==> config.mk <==
export PLATFORM = sky130hd
export DESIGN_NAME = permutation_enumerator
export DESIGN_NICKNAME = d
export VERILOG_FILES = /design/src/rtl/penum_pkg.sv /design/src/rtl/penum_order_ram.sv /design/src/rtl/penum_ctrl.sv /design/src/rtl/permutation_enumerator.sv
export SDC_FILE = /design/constraint.sdc
export NUM_CORES = 1
export LEC_CHECK = 0
export ABC_AREA = 1
export BUFFER_PORTS_ARGS = -buffer_cell sky130_fd_sc_hd__buf_2
export CAP_MARGIN = 0
export CORE_ASPECT_RATIO = 1.25
export CORE_MARGIN = 8
export CORE_UTILIZATION = 50
export DETAILED_ROUTE_END_ITERATION = 8
export PLACE_DENSITY = 0.68
export SETUP_SLACK_MARGIN = 0.2
export SLEW_MARGIN = 20
export SYNTH_ARGS = -nofsm -noshare
export SYNTH_HDL_FRONTEND = slang
export SYNTH_SLANG_ARGS = --single-unit
==> constraint.sdc <==
create_clock -name i_clk -period 8.6 [get_ports i_clk]
set_clock_uncertainty 0.05 [all_clocks]
set_input_delay 0.43 -clock i_clk [delete_from_list [all_inputs] [get_ports i_clk]]
set_output_delay 0.43 -clock i_clk [all_outputs]
set_load 0.005 [all_outputs]
==> src/rtl/penum_pkg.sv <==
// ----------------------------------------------------------------------------
// penum_pkg
// Shared types and constants of the permutation enumerator: sequencer
// states, the order store access request and the sequencer status word.
// ----------------------------------------------------------------------------
`default_nettype none

package penum_pkg;

    // number of positions and width of one position value
    localparam int Lanes = 8;
    localparam int AddrW = 3;
    localparam int ValW  = 4;
    localparam int LenW  = 4;

    localparam logic [LenW-1:0] LenReset = 4'd4;

    // sequencer states
    typedef enum logic [3:0] {
        ST_IDLE,
        ST_FILL,
        ST_UNDO_RD,
        ST_UNDO_WA,
        ST_UNDO_WB,
        ST_NEXT_RD,
        ST_NEXT_WA,
        ST_NEXT_WB,
        ST_DONE
    } t_state;

    // one access to the order store: two reads and one write
    typedef struct packed {
        logic             re;
        logic [AddrW-1:0] ra;
        logic [AddrW-1:0] rb;
        logic             we;
        logic [AddrW-1:0] waddr;
        logic [ValW-1:0]  wdata;
    } t_mem_req;

    // sequencer status toward the top level
    typedef struct packed {
        logic            ready;
        logic            done;
        logic            fin;
        logic [LenW-1:0] len;
    } t_ctrl_stat;

endpackage

`default_nettype wire

==> src/rtl/penum_order_ram.sv <==
// ----------------------------------------------------------------------------
// penum_order_ram
// Order store: one write port and two registered read ports, used by the
// swap sequencer to exchange two positions.
// ----------------------------------------------------------------------------
`default_nettype none

module penum_order_ram (
    input  wire logic                       i_clk,
    input  wire penum_pkg::t_mem_req        i_req,
    output logic [penum_pkg::ValW-1:0]      o_rd_a,
    output logic [penum_pkg::ValW-1:0]      o_rd_b
);

    logic [penum_pkg::ValW-1:0] r_mem [penum_pkg::Lanes];
    logic [penum_pkg::ValW-1:0] r_rd_a;
    logic [penum_pkg::ValW-1:0] r_rd_b;

    // write port
    always_ff @(posedge i_clk) begin
        if (i_req.we) begin
            r_mem[i_req.waddr] <= i_req.wdata;
        end
    end

    // registered read ports
    always_ff @(posedge i_clk) begin
        if (i_req.re) begin
            r_rd_a <= r_mem[i_req.ra];
            r_rd_b <= r_mem[i_req.rb];
        end
    end

    assign o_rd_a = r_rd_a;
    assign o_rd_b = r_rd_b;

endmodule

`default_nettype wire

==> src/rtl/penum_ctrl.sv <==
// ----------------------------------------------------------------------------
// penum_ctrl
// Swap sequencer: keeps the choice stack, fills the order store with the
// identity order, and backtracks / descends one swap at a time through the
// shared two-port order store to reach the next leaf.
// ----------------------------------------------------------------------------
`default_nettype none

module penum_ctrl #(
    parameter int MAX_LENGTH = 8
) (
    input  wire logic                          i_clk,
    input  wire logic                          i_rst_n,
    input  wire logic                          i_go,
    input  wire logic                          i_restart,
    input  wire logic [penum_pkg::LenW-1:0]    i_len,
    input  wire logic                          i_cfg_we,
    input  wire logic                          i_out_free,
    input  wire logic [penum_pkg::ValW-1:0]    i_rd_a,
    input  wire logic [penum_pkg::ValW-1:0]    i_rd_b,
    output penum_pkg::t_mem_req                o_mem,
    output penum_pkg::t_ctrl_stat              o_stat
);

    localparam logic [penum_pkg::LenW-1:0] MaxLen = penum_pkg::LenW'(MAX_LENGTH);
    localparam logic [penum_pkg::AddrW-1:0] LastLane = penum_pkg::AddrW'(penum_pkg::Lanes - 1);

    penum_pkg::t_state r_state, n_state;

    logic [penum_pkg::LenW-1:0]  r_n;
    logic [penum_pkg::AddrW-1:0] r_k;
    logic [penum_pkg::AddrW-1:0] r_c;
    logic [penum_pkg::AddrW-1:0] r_fill;
    logic [penum_pkg::AddrW-1:0] r_choice [penum_pkg::Lanes];
    logic                        r_started;

    logic [penum_pkg::LenW-1:0]  len_eff;
    logic [penum_pkg::AddrW-1:0] c_inc;
    logic                        c_more;
    logic                        fresh;
    logic                        fin;

    // clamp the configured length to 1..MAX_LENGTH
    always_comb begin
        priority if (i_len == '0) begin
            len_eff = penum_pkg::LenW'(1);
        end else if (i_len > MaxLen) begin
            len_eff = MaxLen;
        end else begin
            len_eff = i_len;
        end
    end

    assign c_inc  = r_c + penum_pkg::AddrW'(1);
    assign c_more = ({1'b0, r_c} + penum_pkg::LenW'(1)) < r_n;
    assign fresh  = i_restart || !r_started;

    // last leaf: every level below the last holds partner n-1
    always_comb begin
        fin = 1'b1;
        for (int i = 0; i < penum_pkg::Lanes - 1; i++) begin
            if ((penum_pkg::LenW'(i + 1) < r_n) &&
                ({1'b0, r_choice[i]} != (r_n - penum_pkg::LenW'(1)))) begin
                fin = 1'b0;
            end
        end
    end

    // next state
    always_comb begin
        n_state = r_state;
        unique case (r_state)
            penum_pkg::ST_IDLE: begin
                if (i_go) begin
                    n_state = fresh ? penum_pkg::ST_FILL : penum_pkg::ST_UNDO_RD;
                end
            end
            penum_pkg::ST_FILL: begin
                if (r_fill == LastLane) begin
                    n_state = penum_pkg::ST_DONE;
                end
            end
            penum_pkg::ST_UNDO_RD: n_state = penum_pkg::ST_UNDO_WA;
            penum_pkg::ST_UNDO_WA: n_state = penum_pkg::ST_UNDO_WB;
            penum_pkg::ST_UNDO_WB: begin
                priority if (c_more) begin
                    n_state = penum_pkg::ST_NEXT_RD;
                end else if (r_k == '0) begin
                    n_state = penum_pkg::ST_DONE;
                end else begin
                    n_state = penum_pkg::ST_UNDO_RD;
                end
            end
            penum_pkg::ST_NEXT_RD: n_state = penum_pkg::ST_NEXT_WA;
            penum_pkg::ST_NEXT_WA: n_state = penum_pkg::ST_NEXT_WB;
            penum_pkg::ST_NEXT_WB: n_state = penum_pkg::ST_DONE;
            penum_pkg::ST_DONE: begin
                if (i_out_free) begin
                    n_state = penum_pkg::ST_IDLE;
                end
            end
            default: n_state = penum_pkg::ST_IDLE;
        endcase
    end

    // order store requests and status
    always_comb begin
        o_mem       = '0;
        o_stat.ready = (r_state == penum_pkg::ST_IDLE);
        o_stat.done  = (r_state == penum_pkg::ST_DONE);
        o_stat.fin   = fin;
        o_stat.len   = r_n;
        unique case (r_state)
            penum_pkg::ST_FILL: begin
                o_mem.we    = 1'b1;
                o_mem.waddr = r_fill;
                o_mem.wdata = {1'b0, r_fill} + penum_pkg::ValW'(1);
            end
            penum_pkg::ST_UNDO_RD: begin
                o_mem.re = 1'b1;
                o_mem.ra = r_k;
                o_mem.rb = r_choice[r_k];
            end
            penum_pkg::ST_UNDO_WA, penum_pkg::ST_NEXT_WA: begin
                o_mem.we    = 1'b1;
                o_mem.waddr = r_k;
                o_mem.wdata = i_rd_b;
            end
            penum_pkg::ST_UNDO_WB: begin
                o_mem.we    = 1'b1;
                o_mem.waddr = r_c;
                o_mem.wdata = i_rd_a;
            end
            penum_pkg::ST_NEXT_RD: begin
                o_mem.re = 1'b1;
                o_mem.ra = r_k;
                o_mem.rb = c_inc;
            end
            penum_pkg::ST_NEXT_WB: begin
                o_mem.we    = 1'b1;
                o_mem.waddr = c_inc;
                o_mem.wdata = i_rd_a;
            end
            default: begin
                o_mem = '0;
            end
        endcase
    end

    // state register
    always_ff @(posedge i_clk) begin
        if (!i_rst_n) begin
            r_state <= penum_pkg::ST_IDLE;
        end else begin
            r_state <= n_state;
        end
    end

    // level, partner and choice stack updates
    always_ff @(posedge i_clk) begin
        if (!i_rst_n) begin
            r_n       <= penum_pkg::LenW'(1);
            r_k       <= '0;
            r_c       <= '0;
            r_fill    <= '0;
            r_started <= 1'b0;
            for (int i = 0; i < penum_pkg::Lanes; i++) begin
                r_choice[i] <= '0;
            end
        end else begin
            unique case (r_state)
                penum_pkg::ST_IDLE: begin
                    if (i_go) begin
                        r_n    <= len_eff;
                        r_k    <= penum_pkg::AddrW'(len_eff - penum_pkg::LenW'(1));
                        r_fill <= '0;
                        if (fresh) begin
                            for (int i = 0; i < penum_pkg::Lanes; i++) begin
                                r_choice[i] <= penum_pkg::AddrW'(i);
                            end
                        end
                    end
                end
                penum_pkg::ST_FILL: begin
                    r_fill <= r_fill + penum_pkg::AddrW'(1);
                    if (r_fill == LastLane) begin
                        r_started <= 1'b1;
                    end
                end
                penum_pkg::ST_UNDO_RD: begin
                    r_c <= r_choice[r_k];
                end
                penum_pkg::ST_UNDO_WB: begin
                    priority if (c_more) begin
                        // next partner at this level, fresh choices below it
                        r_choice[r_k] <= c_inc;
                        for (int m = 0; m < penum_pkg::Lanes; m++) begin
                            if (penum_pkg::AddrW'(m) > r_k) begin
                                r_choice[m] <= penum_pkg::AddrW'(m);
                            end
                        end
                    end else if (r_k == '0) begin
                        // all swaps undone: order is identity again
                        for (int i = 0; i < penum_pkg::Lanes; i++) begin
                            r_choice[i] <= penum_pkg::AddrW'(i);
                        end
                    end else begin
                        r_k <= r_k - penum_pkg::AddrW'(1);
                    end
                end
                default: begin
                    r_k <= r_k;
                end
            endcase
            // a length write restarts the enumeration
            if (i_cfg_we) begin
                r_started <= 1'b0;
            end
        end
    end

    // checks
    a_no_write_idle: assert property (@(posedge i_clk) disable iff (!i_rst_n)
        o_mem.we |-> (r_state != penum_pkg::ST_IDLE && r_state != penum_pkg::ST_DONE))
        else $error("order store written outside a sequence");

    a_cfg_clears: assert property (@(posedge i_clk) disable iff (!i_rst_n)
        i_cfg_we |=> !r_started)
        else $error("length write did not clear started");

    a_level_range: assert property (@(posedge i_clk) disable iff (!i_rst_n)
        (r_state == penum_pkg::ST_UNDO_RD) |-> ({1'b0, r_k} < r_n))
        else $error("level beyond length");

    a_go_leaves_idle: assert property (@(posedge i_clk) disable iff (!i_rst_n)
        (r_state == penum_pkg::ST_IDLE && i_go) |=> (r_state != penum_pkg::ST_IDLE))
        else $error("accepted word did not start a sequence");

endmodule

`default_nettype wire

==> src/rtl/permutation_enumerator.sv <==
// ----------------------------------------------------------------------------
// permutation_enumerator
// Returns the permutations of 1..n one per request, in the order of the
// recursive swap scheme, with a flag on the last one.
// ----------------------------------------------------------------------------
//  channel  | handshake                | payload
//  ---------+--------------------------+-----------------------------------
//  in       | i_in_valid / o_in_ready  | i_restart
//  out      | o_out_valid / i_out_ready| o_pos_0..o_pos_7, o_is_final
//  cfg      | i_cfg_valid / o_cfg_ready| i_perm_length
//
//  restart or first word: identity fill of all eight positions of the order store
//  next word: one undo swap per level backtracked, then one forward swap,
//  or undo swaps only on the wrap to identity;
//  each swap is one read and two writes on the shared two-port order store
//  one word in work at a time; the next word is taken while a result waits
//  reset is synchronous active low; length resets to 4 and the first word
//  restarts from identity
// ----------------------------------------------------------------------------
`default_nettype none

module permutation_enumerator #(
    parameter int MAX_LENGTH = 8
) (
    input  wire logic                        i_clk,
    input  wire logic                        i_rst_n,
    input  wire logic                        i_in_valid,
    output logic                             o_in_ready,
    input  wire logic                        i_restart,
    output logic                             o_out_valid,
    input  wire logic                        i_out_ready,
    output logic [penum_pkg::ValW-1:0]       o_pos_0,
    output logic [penum_pkg::ValW-1:0]       o_pos_1,
    output logic [penum_pkg::ValW-1:0]       o_pos_2,
    output logic [penum_pkg::ValW-1:0]       o_pos_3,
    output logic [penum_pkg::ValW-1:0]       o_pos_4,
    output logic [penum_pkg::ValW-1:0]       o_pos_5,
    output logic [penum_pkg::ValW-1:0]       o_pos_6,
    output logic [penum_pkg::ValW-1:0]       o_pos_7,
    output logic                             o_is_final,
    input  wire logic                        i_cfg_valid,
    output logic                             o_cfg_ready,
    input  wire logic [penum_pkg::LenW-1:0]  i_perm_length
);

    logic [penum_pkg::LenW-1:0] r_perm_length;
    logic [penum_pkg::ValW-1:0] r_shadow [penum_pkg::Lanes];
    logic [penum_pkg::ValW-1:0] r_pos    [penum_pkg::Lanes];
    logic                       r_out_valid;
    logic                       r_fin;

    penum_pkg::t_mem_req   mem_req;
    penum_pkg::t_ctrl_stat stat;
    logic [penum_pkg::ValW-1:0] rd_a;
    logic [penum_pkg::ValW-1:0] rd_b;
    logic out_free;
    logic go;
    logic cfg_we;

    assign o_cfg_ready = 1'b1;
    assign cfg_we      = i_cfg_valid;
    assign o_in_ready  = stat.ready;
    assign go          = i_in_valid && stat.ready;
    assign out_free    = !r_out_valid || i_out_ready;

    // length register
    always_ff @(posedge i_clk) begin
        if (!i_rst_n) begin
            r_perm_length <= penum_pkg::LenReset;
        end else if (cfg_we) begin
            r_perm_length <= i_perm_length;
        end
    end

    penum_ctrl #(
        .MAX_LENGTH (MAX_LENGTH)
    ) u_ctrl (
        .i_clk      (i_clk),
        .i_rst_n    (i_rst_n),
        .i_go       (go),
        .i_restart  (i_restart),
        .i_len      (r_perm_length),
        .i_cfg_we   (cfg_we),
        .i_out_free (out_free),
        .i_rd_a     (rd_a),
        .i_rd_b     (rd_b),
        .o_mem      (mem_req),
        .o_stat     (stat)
    );

    penum_order_ram u_ram (
        .i_clk  (i_clk),
        .i_req  (mem_req),
        .o_rd_a (rd_a),
        .o_rd_b (rd_b)
    );

    // per-position copy of the order store, following its writes
    always_ff @(posedge i_clk) begin
        for (int i = 0; i < penum_pkg::Lanes; i++) begin
            if (mem_req.we && (mem_req.waddr == penum_pkg::AddrW'(i))) begin
                r_shadow[i] <= mem_req.wdata;
            end
        end
    end

    // result word register
    always_ff @(posedge i_clk) begin
        if (!i_rst_n) begin
            r_out_valid <= 1'b0;
        end else if (stat.done && out_free) begin
            r_out_valid <= 1'b1;
        end else if (i_out_ready) begin
            r_out_valid <= 1'b0;
        end
    end

    // result payload, unused positions read zero
    always_ff @(posedge i_clk) begin
        if (stat.done && out_free) begin
            for (int i = 0; i < penum_pkg::Lanes; i++) begin
                r_pos[i] <= (penum_pkg::LenW'(i) < stat.len) ? r_shadow[i] : '0;
            end
            r_fin <= stat.fin;
        end
    end

    assign o_out_valid = r_out_valid;
    assign o_pos_0     = r_pos[0];
    assign o_pos_1     = r_pos[1];
    assign o_pos_2     = r_pos[2];
    assign o_pos_3     = r_pos[3];
    assign o_pos_4     = r_pos[4];
    assign o_pos_5     = r_pos[5];
    assign o_pos_6     = r_pos[6];
    assign o_pos_7     = r_pos[7];
    assign o_is_final  = r_fin;

endmodule

`default_nettype wire
* Word level (Yosys, flattened, before mapping)
Memories as Yosys holds them, arrays and structs flattened. A register that Yosys moved wholly into a read port is not among the register bits. Index checks and enable logic that the tools add are counted.
Cells by class: $lt $le $gt $ge 18, bitwise gates (word level) 25, reduce and logical (&&, ||, !) cells 44, equality and inequality tests 28, multiplexer cells 153, add/subtract/negate cells 7
Operators with widths (count):
- two-way mux 3 bit | 39
- two-way mux 4 bit | 22
- two-way mux 1 bit | 86
- one-hot mux 4 bit (9 select lines) | 1
- one-hot mux 8 bit (4 select lines) | 1
- inequality test 3 x 4 -> 1 bit | 7
- OR reduction 4 bit | 7
- OR 1 bit | 24
- logical AND 1 bit | 17
- == test 4 x 3 -> 1 bit, second input constant | 4
- < comparator 3 x 4 -> 1 bit, first input constant | 4
- == test 3 bit, second input constant | 5
- one-hot mux 7 bit (2 select lines) | 1
- > comparator 3 bit, first input constant | 4
- one-hot mux 3 bit (2 select lines) | 2
- adder 3 x 1 -> 4 bit, second input constant | 2
- == test 4 x 2 -> 1 bit, second input constant | 2
- zero test 4 bit | 2
- < comparator 1 x 4 -> 1 bit, first input constant | 2
- < comparator 2 x 4 -> 1 bit, first input constant | 2
- adder 3 x 1 -> 3 bit, second input constant | 2
- == test 3 x 2 -> 1 bit, second input constant | 2
- > comparator 1 x 3 -> 1 bit, first input constant | 2
- > comparator 2 x 3 -> 1 bit, first input constant | 2
- 21 further kinds | 33
Storage, ports and cells: output and inout bits 36, bits in registers 24, memory bits (writable) 120, memories 4
Memory list:
- r_pos | words 8, width 4, read ports 8, clocked after memory_dff 0, wr ports 8, RTL line permutation_enumerator.sv:48 | logic [penum_pkg::ValW-1:0] r_pos [penum_pkg::Lanes];
- r_shadow | words 8, width 4, read ports 8, clocked after memory_dff 0, wr ports 1, RTL line permutation_enumerator.sv:47 | logic [penum_pkg::ValW-1:0] r_shadow [penum_pkg::Lanes];
- u_ram.r_mem | words 8, width 4, read ports 2, clocked after memory_dff 2, wr ports 1, RTL line penum_order_ram.sv:15 | logic [penum_pkg::ValW-1:0] r_mem [penum_pkg::Lanes];
- u_ctrl.r_choice | words 8, width 3, read ports 8, clocked after memory_dff 1, wr ports 8, RTL line penum_ctrl.sv:34 | logic [penum_pkg::AddrW-1:0] r_choice [penum_pkg::Lanes];

* Logic depth before layout (Yosys ltp)
depth after elaboration 15, gate-level depth with buffers 15

* Cells and area by module
A second synthesis with hierarchy kept.
Unflattened totals: cells, all modules 904, area, all modules 7833.8 µm²
By module, submodules not included:
- penum_ctrl | times used 1, cells each 481, area an instance 3231.8 µm²
- permutation_enumerator | times used 1, cells each 184, area an instance 2523.7 µm²
- penum_order_ram | times used 1, cells each 239, area an instance 2078.2 µm²

* Worst setup path after synthesis
Ideal clock, no wire load.
path kind reg2reg, start register u_ctrl.r_state[0], end register r_fin (netlist: o_is_final) (enable), path slack 4273 ps, stages on the path, launching flop included 4, arrival time 3771 ps, cells stage by stage dfxtp_1 > nor2_1 > inv_2 > nor4_1
On the way: cells in the longest elaborated chain, start to end 2
Ends and longest elaborated chain:
- start, declared | RTL line penum_ctrl.sv:28 | penum_pkg::t_state r_state, n_state;
- start signal, assigned | RTL line penum_ctrl.sv:153 | r_state <= penum_pkg::ST_IDLE;
- start signal, assigned | RTL line penum_ctrl.sv:155 | r_state <= n_state;
- == test 4 bit | RTL line penum_ctrl.sv:110 | o_stat.done = (r_state == penum_pkg::ST_DONE);
- logical AND 1 bit | RTL line permutation_enumerator.sv:120 | if (stat.done && out_free) begin
- end signal, assigned | RTL line permutation_enumerator.sv:124 | r_fin <= stat.fin;
- end, declared | RTL line permutation_enumerator.sv:50 | logic r_fin;
No other way between the ends. A chain may end at the register's enable or synchronous reset.

==> run_results.csv <==
group,metric,value,unit
placed_design,io_buffers,44,
synth,synth-seq-cells,155,
synth,synth-async-reset-ratio,0,
clocking,cts_setup_buffers,0,
critical_path,required,8.66,ns
timing,rsz0062_at_grt,"no",
pwr,internal_power,1.43,mW
die,dieArea,19600,µm²
die,fp-row-count,50,
timing,finalSetupViolCount,0,
drt,drt_iter0_markers,438,
drt,vias,5689,
final_layout,final_nets,905,
critical_path,cp_slowest_cell,"dfxtp_1",
drt,drc,0,
timing,fmax,367,MHz
timing,setup_tns,0,ns
synth,avgSynthCellArea,9.18,µm²
clocking,cts_tree,"built",
clocking,ctsHoldBuffers,0,
final_layout,area_delta_synth_final,12.1,%
synth,post-synth-top-area-cell,"edfxtp_1",
synth,synth_flop_cell,"edfxtp_1",
clocking,root_buffer,"clkbuf_16",
die,pin_count,46,
synth,yosysUniqueCellTypes,52,
outcome,outcome,"finished, final reports clean",
pwr,combinationalPowerShare,0.214,
synth,seq_area_frac_synth,0.561,
critical_path,reg2reg_slack,5.88,ns
critical_path,crit_type,"reg2reg",
critical_path,crit_path_max_fanout,11,
pwr,irDropWorstVdd,0.132,mV
critical_path,crit_path_end_kind,"flip-flop",
timing,drv_slew,0,
timing,hold_viol,0,
clocking,h-tree-depth,4,
min_path,holdCritPathClass,"in2reg",
drt,wl_per_cell,16.1,µm
pwr,seqPwrFrac,0.456,
drt,first_pass_iters,5,
pwr,switching_share,0.325,
critical_path,crit_path_start_kind,"flip-flop",
placed_design,gp_congestion,0.957,
critical_path,cp.arrival,2.79,ns
synth,synth_cells,835,
synth,synth_top_area_share,0.470,
global_routing,gr-total-overflow,0,
final_layout,drive_gt1_frac,0.161,
placed_design,place.detailed.hpwl,12700,µm
die,die-height,154,µm
drt,postRouteAntennaNets,0,
pwr,clock_power_share,0.330,
clocking,cts_buffers,17,
clocking,clockBufferDepth,2,
global_routing,grt_usage,0.184,
pwr,p_switching,687,µW
die,die_x,127,µm
synth,synth_nets,858,
global_routing,antenna_found_initial,0,
clocking,clk_pin_slew,0.07,ns
synth,ys.warnings.count,0,
pwr,power.density,246,nW/µm²
drt,routed_wirelength,17400,µm
pwr,cellLeakagePower,3.71,nW
critical_path,crit_chain,"ha_1 > xor2_1 > ha_1 > nand2_1 > inv_1 > nand2_1 > nand2_2 > nor2_8 > nand2_4 > nor2_4 > inv_2 > o21ai_1",
final_layout,num_antenna_cells,0,
clocking,cts_sinks,155,
synth,synth_edf_count,120,
global_routing,grt_pass1_vias,5524,
die,start_util,0.511,
clocking,ctsResizeCount,0,
final_layout,final_util,0.573,
global_routing,grt_pass1_wl,28000,µm
run,maxCapViolations,0,
critical_path,max_stage_delay,0.58,ns
pwr,total_power,2.11,mW
clocking,clk_latency,0.43,ns
drt,viasPerCell,5.28,
die,core_region_area,15000,µm²
timing,tightest_slew,0.837,ns
timing,min_period,2.72,ns
synth,netlist_top_cells_area,"edfxtp_1 (47%), dfxtp_1 (9.1%), nand2_1 (8.0%)",
timing,fin_crit_sh,0.317,
timing,relSlewSlack,0.440,
synth,synthesis.area,7670,µm²
global_routing,grt_max_degree,34,
==> cells in the final DEF, fill, tap and decap left out, drive strengths merged <==
master,netlist,routed
nand2,181,181
inv,142,150
edfxtp,120,120
nor2,109,109
nand3,74,74
buf,12,46
o21ai,46,46
dfxtp,35,35
a21oi,34,34
clkbuf,6,17
ha,13,13
o211ai,11,11
clkinv,2,7
xor2,6,6
xnor2,6,6
a31oi,5,5
nor3,4,4
nand4,4,4
o22ai,3,3
nand3b,3,3
or2,3,3
nor4,2,2
o221ai,2,2
o21a,2,2
clkinvlp,0,2
a21o,1,1
a21boi,1,1
a221oi,1,1
o2111ai,1,1
o31ai,1,1
mux2i,1,1
a311oi,1,1
a211oi,1,1
a31o,1,1
conb,1,1
==> metal layers <==
layer | track usage | vias up | share of wire
li1 | - | 2839 | -
met1 | 0.212 | 2640 | 0.41
met2 | 0.316 | 163 | 0.51
met3 | 0.0330 | 47 | 0.049
met4 | 0.103 | 0 | 0.038
met5 | 0 | - | 0
==> power by group through the flow <==
| stage | clock [mW] | combinational (mW) | sequential [mW] |
|---|---|---|---|
| after floorplan | 0 | 0.343 | 0.949 |
| after global placement | 0 | 0.449 | 0.979 |
| after detailed placement | 0 | 0.452 | 0.980 |
| after CTS | 0.706 | 0.455 | 0.964 |
| after global routing | 0.735 | 0.509 | 0.974 |
| final | 0.698 | 0.452 | 0.964 |
==> sequential cells by signal, indices dropped and copies added, names as in the netlist, named ones only <==
| register | flops |
|---|---|
| u_ram.r_mem | 32 |
| u_ctrl.r_c | 3 |
| u_ram.o_rd_b | 4 |
| r_perm_length | 4 |
| r_shadow | 32 |
| o_out_valid | 1 |
| o_is_final | 1 |
| u_ctrl.r_k | 3 |
| r_pos | 32 |
| u_ctrl.r_started | 1 |
| u_ctrl.r_choice | 24 |
| u_ram.o_rd_a | 4 |
| u_ctrl.r_state | 4 |
| u_ctrl.r_n | 4 |
| u_ctrl.r_fill | 3 |
==> layout make-up <==
type	instances	area, µm²
clock buffers	17	425
clock inverters	15	133
fillers	1290	6420
inverters	144	551
multi-input cells	518	2720
flip-flops and latches	155	4300
well taps	182	228
repair buffers	46	235
==> cells in the mapped netlist, drive strengths merged, types with 2 or more instances <==
library cell / instances
nand2: 181
inv: 142
edfxtp: 120
nor2: 109
nand3: 74
o21ai: 46
dfxtp: 35
a21oi: 34
ha: 13
buf: 12
o211ai: 11
clkbuf: 6
xnor2: 6
xor2: 6
a31oi: 5
nand4: 4
nor3: 4
nand3b: 3
o22ai: 3
or2: 3
clkinv: 2
nor4: 2
o21a: 2
o221ai: 2
==> worst paths after layout <==
kind                                       start                    end  cells after the start
worst min-delay path            i_perm_length[2]       r_perm_length[2]                      3
worst min register to register  u_ctrl.r_started       u_ctrl.r_started                      2
worst max register to register     u_ctrl.r_c[0]  u_ctrl.r_choice[1][1]                     12
worst max-delay path               u_ctrl.r_c[0]  u_ctrl.r_choice[1][1]                     12
==> worst max-delay path, delay by kind of cell (launching register included) <==
| family | cells | cell delay (ns) |
|---|---|---|
| xor gates and xnor gates | 1 | 0.28 |
| DFF | 1 | 0.58 |
| and+or+nand+nor | 6 | 0.63 |
| adders and majority gates | 2 | 0.53 |
| AOI/OAI and AO/OA | 1 | 0.23 |
| buffers and inverters | 2 | 0.08 |
==> metrics by stage <==
step | worst slack [ns] | hold WS [ns] | std cells | area, µm²
6_report | 5.88 | 0.161 | 1077 | 8600
5_1_grt | 5.72 | 0.195 | 1077 | 8600
4_1_cts | 5.90 | 0.155 | 1077 | 8600
3_5_place_dp | 5.90 | 0.421 | 1045 | 8040
3_3_place_gp | 5.94 | 0.421 | 1045 | 8040
2_1_floorplan | 4.27 | 0.403 | 835 | 7670
==> kinds of logic after synthesis <==
group           synth area share
compound gates            0.0875
xor+xnor                  0.0137
fa+ha+maj                 0.0212
buf+inv                   0.0847
flops                      0.561
mux                      0.00131
other cells             0.000489
simple gates               0.230
No activity file was read; power rests on OpenSTA's default activity.
